`src/design/gn_pkg.sv`:
```
// ----------------------------------------------------------------------------
// gn_pkg
// Types and constants of the group normalization block.
// ----------------------------------------------------------------------------
package gn_pkg;

    localparam int DATA_W            = 16;
    localparam int CH_W              = 8;
    localparam int NUM_CHANNELS      = 256;
    localparam int MAX_GROUP_SAMPLES = 4096;
    localparam int CNT_W             = 13;
    localparam int SUM_W             = 32;
    localparam int SQ_W              = 48;
    localparam int INV_W             = 24;
    localparam int EPS_W             = 16;
    localparam int DIV_NUM_W         = 49;
    localparam int DIV_DEN_W         = 32;
    localparam int BIT_W             = 5;
    localparam logic [EPS_W-1:0] EPS_RESET = 16'd1;

    localparam logic [1:0] OP_COEF = 2'd0;
    localparam logic [1:0] OP_ACC  = 2'd1;
    localparam logic [1:0] OP_NORM = 2'd2;

    typedef struct packed {
        logic [1:0]               operation;
        logic [CH_W-1:0]          channel;
        logic signed [DATA_W-1:0] sample;
        logic signed [DATA_W-1:0] scale_coef;
        logic signed [DATA_W-1:0] bias_coef;
        logic                     last;
    } t_in_item;

    typedef struct packed {
        logic signed [DATA_W-1:0] normalized;
        logic                     saturated;
        logic                     end_of_group;
    } t_out_item;

    typedef enum logic [1:0] {
        DIV_MEAN,
        DIV_VAR,
        DIV_LIM
    } t_div_sel;

    typedef struct packed {
        logic     accept;
        logic     coef_wr;
        logic     acc_en;
        logic     div_start;
        t_div_sel div_sel;
        logic     mean_zero;
        logic     mean_load;
        logic     varq_load;
        logic     v_load;
        logic     inv_sat;
        logic     lim_load;
        logic     sqrt_step;
        logic     stats_set;
        logic     mul1;
        logic     mul2;
        logic     out_load;
        logic     clear;
    } t_dp_cmd;

    typedef struct packed {
        logic count_zero;
        logic stats_ready;
        logic div_done;
        logic v_zero;
        logic sqrt_last;
        logic out_free;
        logic item_last;
    } t_dp_status;

endpackage

```
`src/design/gn_ctrl.sv`:
```
// ----------------------------------------------------------------------------
// gn_ctrl
// Sequencer: takes requests, runs group statistics and the normalize steps.
// ----------------------------------------------------------------------------
module gn_ctrl (
    input  logic               i_clk,
    input  logic               i_rst_n,
    input  logic               i_valid,
    input  logic [1:0]         i_operation,
    input  gn_pkg::t_dp_status i_status,
    output logic               o_stall,
    output gn_pkg::t_dp_cmd    o_cmd
);
    import gn_pkg::*;

    typedef enum logic [3:0] {
        S_IDLE,
        S_MEAN,
        S_VAR,
        S_VSET,
        S_VCHK,
        S_LIM,
        S_SQRT,
        S_MUL1,
        S_MUL2,
        S_OUT
    } t_state;

    t_state  r_state, n_state;
    logic    r_stall;
    t_dp_cmd cmd;

    always_comb begin
        n_state = r_state;
        cmd     = '0;
        cmd.div_sel = DIV_MEAN;
        case (r_state)
            S_IDLE: begin
                if (i_valid) begin
                    cmd.accept = 1'b1;
                    case (i_operation)
                        OP_COEF: cmd.coef_wr = 1'b1;
                        OP_ACC:  cmd.acc_en  = 1'b1;
                        OP_NORM: begin
                            if (i_status.stats_ready) begin
                                n_state = S_MUL1;
                            end else if (i_status.count_zero) begin
                                cmd.mean_zero = 1'b1;
                                n_state = S_VSET;
                            end else begin
                                cmd.div_start = 1'b1;
                                cmd.div_sel   = DIV_MEAN;
                                n_state = S_MEAN;
                            end
                        end
                        default: ;
                    endcase
                end
            end
            S_MEAN: begin
                if (i_status.div_done) begin
                    cmd.mean_load = 1'b1;
                    cmd.div_start = 1'b1;
                    cmd.div_sel   = DIV_VAR;
                    n_state = S_VAR;
                end
            end
            S_VAR: begin
                if (i_status.div_done) begin
                    cmd.varq_load = 1'b1;
                    n_state = S_VSET;
                end
            end
            S_VSET: begin
                cmd.v_load = 1'b1;
                n_state = S_VCHK;
            end
            S_VCHK: begin
                if (i_status.v_zero) begin
                    cmd.inv_sat   = 1'b1;
                    cmd.stats_set = 1'b1;
                    n_state = S_MUL1;
                end else begin
                    cmd.div_start = 1'b1;
                    cmd.div_sel   = DIV_LIM;
                    n_state = S_LIM;
                end
            end
            S_LIM: begin
                if (i_status.div_done) begin
                    cmd.lim_load = 1'b1;
                    n_state = S_SQRT;
                end
            end
            S_SQRT: begin
                cmd.sqrt_step = 1'b1;
                if (i_status.sqrt_last) begin
                    cmd.stats_set = 1'b1;
                    n_state = S_MUL1;
                end
            end
            S_MUL1: begin
                cmd.mul1 = 1'b1;
                n_state = S_MUL2;
            end
            S_MUL2: begin
                cmd.mul2 = 1'b1;
                n_state = S_OUT;
            end
            S_OUT: begin
                if (i_status.out_free) begin
                    cmd.out_load = 1'b1;
                    cmd.clear    = i_status.item_last;
                    n_state = S_IDLE;
                end
            end
            default: n_state = S_IDLE;
        endcase
    end

    always_ff @(posedge i_clk) begin
        if (!i_rst_n) begin
            r_state <= S_IDLE;
            r_stall <= 1'b0;
        end else begin
            r_state <= n_state;
            r_stall <= (n_state != S_IDLE);
        end
    end

    assign o_stall = r_stall;
    assign o_cmd   = cmd;

endmodule

```
`config.mk`:
```
export PLATFORM = sky130hd
export DESIGN_NAME = gn_ctrl
export DESIGN_NICKNAME = d
export VERILOG_FILES = /design/src/design/gn_pkg.sv /design/src/design/gn_ctrl.sv
export SDC_FILE = /design/constraint.sdc
export NUM_CORES = 1
export LEC_CHECK = 0
export BUFFER_PORTS_ARGS = -buffer_cell sky130_fd_sc_hd__buf_4
export CORE_UTILIZATION = 30
export DETAILED_ROUTE_END_ITERATION = 6
export PLACE_DENSITY = 0.72
export SYNTH_ARGS = -nofsm -noshare
export SYNTH_HDL_FRONTEND = slang
export SYNTH_SLANG_ARGS = --single-unit
```
`constraint.sdc`:
```
create_clock -name i_clk -period 3.3 [get_ports i_clk]
set_input_delay 0.495 -clock i_clk [delete_from_list [all_inputs] [get_ports i_clk]]
set_output_delay 0.495 -clock i_clk [all_outputs]
set_load 0.01 [all_outputs]
```
==> flow_metrics.tcl <==
set metrics [dict create \
    gr-total-overflow 0 \
    crit_chain "nor2b_1, and3_1, nor2_1, o21ai_0, buf_4" \
    antenna_found_initial 0 \
    period_minus_slack_ps 2170 \
    postRouteAntennaNets 0 \
    rsz0062_at_grt "false" \
    period_share_pct 65.9 \
    yosysMostFrequentCell "nor2_1" \
    start_util_pct 32.5 \
    ios 31 \
    synth.area.top_cells "dfxtp_1 (20%), nor3_1 (6.1%), nor2_1 (6.1%)" \
    syn_area_um2 489 \
    hold_path_class "in -> reg" \
    power_mw 0.283 \
    synth_edf_count 0 \
    crit_type "reg -> out" \
    hpwl_um 1000 \
    cp.depth 5 \
    syn_inst 65 \
    cts.repair.resized 0 \
    ys_ff_latch 5 \
    maxSlewViolCount 0 \
    gp_congestion 0.787 \
    cts-root-buf "clkbuf_4" \
    r2r_slack_ps 1760 \
    worst_pin_slew_ps 493 \
    postCtsHoldBufs 0 \
    grt_pass1_vias 498 \
    place_ws_ps 1390 \
    path_buf_inv 1 \
    numCtsBuffers 3 \
    synth.distinct_cells 31 \
    via_count 585 \
    rr_endpoint "o_stall" \
    setup_viol 0 \
    required_ps 2800 \
    area_growth_pct 49.1 \
    dieHeight_um 42.4 \
    critical_path.max_fanout 15 \
    outcome "complete, no violations" \
    layout.nets 108 \
    cts.clk_slew.worst_paths_ps 40 \
    row_count 14 \
    dieArea_um2 1800 \
    synth_nets 77 \
    clk_latency_ps 240 \
    yosys_most_used_dff "dfxtp_1" \
    cts_tree "yes" \
    path_delay_family "simple AND/OR/NAND/NOR gates" \
    reg2regPathDepth 4 \
    via_per_inst 5.27 \
    fin_skew_ps 0.336 \
    grt_pass1_wl_um 2150 \
    power.leakage_nw 0.344 \
    yosysTopAreaCell "dfxtp_1" \
    layout_setup_ws_ps 1130 \
    fin_tns_setup_ps 0 \
    avgSynthCellArea_um2 7.53 \
    end_kind "output port" \
    first_iter_violations 18 \
    max_stage_delay_ps 600 \
    hold_depth 2 \
    cts_buffer_depth 2 \
    cp-start-kind "flip-flop" \
    port_buffers 30 \
    slew_headroom_pct 67.1 \
    ys_seq_area_share_pct 20.5 \
    final_layout_size_suffix_gt1_share_pct 37.9 \
    pwr_density_cell_nw_per_um2 387 \
    die_x_um 42.4 \
    crit_end "o_cmd[14]" \
    route.detailed.wl_per_inst_um 11.8 \
    yosys.area.top_type_share_pct 20.5 \
    synthArstFlopShare_pct 0 \
    cts_sinks 5 \
    synthTopCellsByCount "nor2_1 (8), nor3_1 (6), dfxtp_1 (5), nand2_1 (4)" \
    fmax_mhz 460 \
    cap_violations 0 \
    cts_max_level 1 \
    fillers 159 \
    hold_viol 0 \
    core_um2 1510 \
    grt_usage_pct 15.9 \
    critical-path-slowest-cell "dfxtp_1" \
    multi_input_area_um2 354 \
    routed_wirelength_um 1310 \
    grt_max_degree 16 \
    remaining_drc_errors 0 \
    n_antenna_cell 0 \
    cp.arrival_ps 1680 \
    r2r_start "r_state[1]" \
    yosys_warnings 0 \
    regArea_um2 100 \
    peakVddDrop_mv 0.251 \
    drtPass1Iterations 4 \
    crit_start "r_state[0]" \
    postCtsSetupBuffers 0 \
]
==> cell type report <==
cell class	instances	area share (%)
clock buffer	4	3.60
multi-input combinational	55	48.5
sequential	5	13.7
inverter	1	0.515
timing repair buffer	30	30.9
tap	16	2.74
==> routing by layer <==
layer  GRT usage (%)  wire length, um  part of all wire (%)  vias up
met2            24.6              630                    48       27
met3            3.88              110                   8.4        0
met4            9.38                0                     0        0
li1                -                -                     -      302
met5               0                0                     0        -
met1            19.8              564                    43      256
==> layout by cell type, fill, tap and decap left out <==
cell,Yosys,final
mux2_1,1,1
a211o_1,1,1
nor4_2,1,1
inv_1,1,1
dfxtp_1,5,5
a21o_1,1,1
or2_2,1,1
clkbuf_1,0,1
nand3b_1,1,1
xor2_1,1,1
nor2_1,8,8
a21oi_1,2,2
mux2i_1,1,1
nor3b_1,3,3
nor4b_2,1,1
and3_1,3,3
a211oi_1,2,2
a2bb2oi_1,3,3
and4b_1,2,2
clkbuf_4,0,3
nand3_1,2,2
o21a_1,1,1
nand2_1,4,4
nor2b_1,1,1
a31oi_1,1,1
nor3_1,6,6
and2_1,2,2
nor4b_1,1,1
nand2b_1,2,2
buf_4,2,30
o21ai_0,3,3
==> flip-flops by register name (all words and copies together) (netlist names) <==
| signal | count |
|---|---|
| r_state | 4 |
| o_stall | 1 |
==> worst reg2reg max path: stages, from the launching register on <==
cell and delay, ps:
dfxtp_1 620, nor2_1 130, and3_1 230, nor3_1 310
a31oi_1 130
==> worst min-delay path by stage <==
stage / startpoint / to / slack, ps
after CTS: i_rst_n / r_state[3] / 460
final: i_rst_n / r_state[3] / 470
after floorplan: i_rst_n / r_state[3] / 620
after detailed placement: i_rst_n / r_state[3] / 710
after global placement: i_rst_n / r_state[3] / 710
after global routing: i_rst_n / r_state[3] / 470
==> per-stage QoR <==
| step | util (%) | std cells | area, um2 | hold WS (ps) |
|---|---|---|---|---|
| floorplan | - | 65 | 489 | 617 |
| global placement | 46.7 | 107 | 703 | 709 |
| detailed placement | 46.7 | 107 | 703 | 712 |
| CTS | 48.4 | 111 | 729 | 462 |
| global route | 48.4 | 111 | 729 | 465 |
| finish | 48.4 | 111 | 729 | 470 |
==> cells by family (layout without fill, tap and decap cells) <==
kind of cell | after synthesis | count (layout) | share of synthesized area [%]
buffers and inverters | 5 | 35 | 7.16
xor gates and xnor gates | 1 | 1 | 1.79
DFF | 5 | 5 | 20.5
muxes | 2 | 2 | 4.35
and+or+nand+nor | 38 | 38 | 46.5
AOI/OAI and AO/OA | 14 | 14 | 19.7
==> power breakdown <==
part           switching (mW)  internal (mW)  total (mW)
registers              0.0245         0.0710      0.0955
clock network          0.0230         0.0456      0.0686
logic                  0.0547         0.0637       0.118
total                   0.102          0.180       0.283
Power figures use the tool's default switching activity.
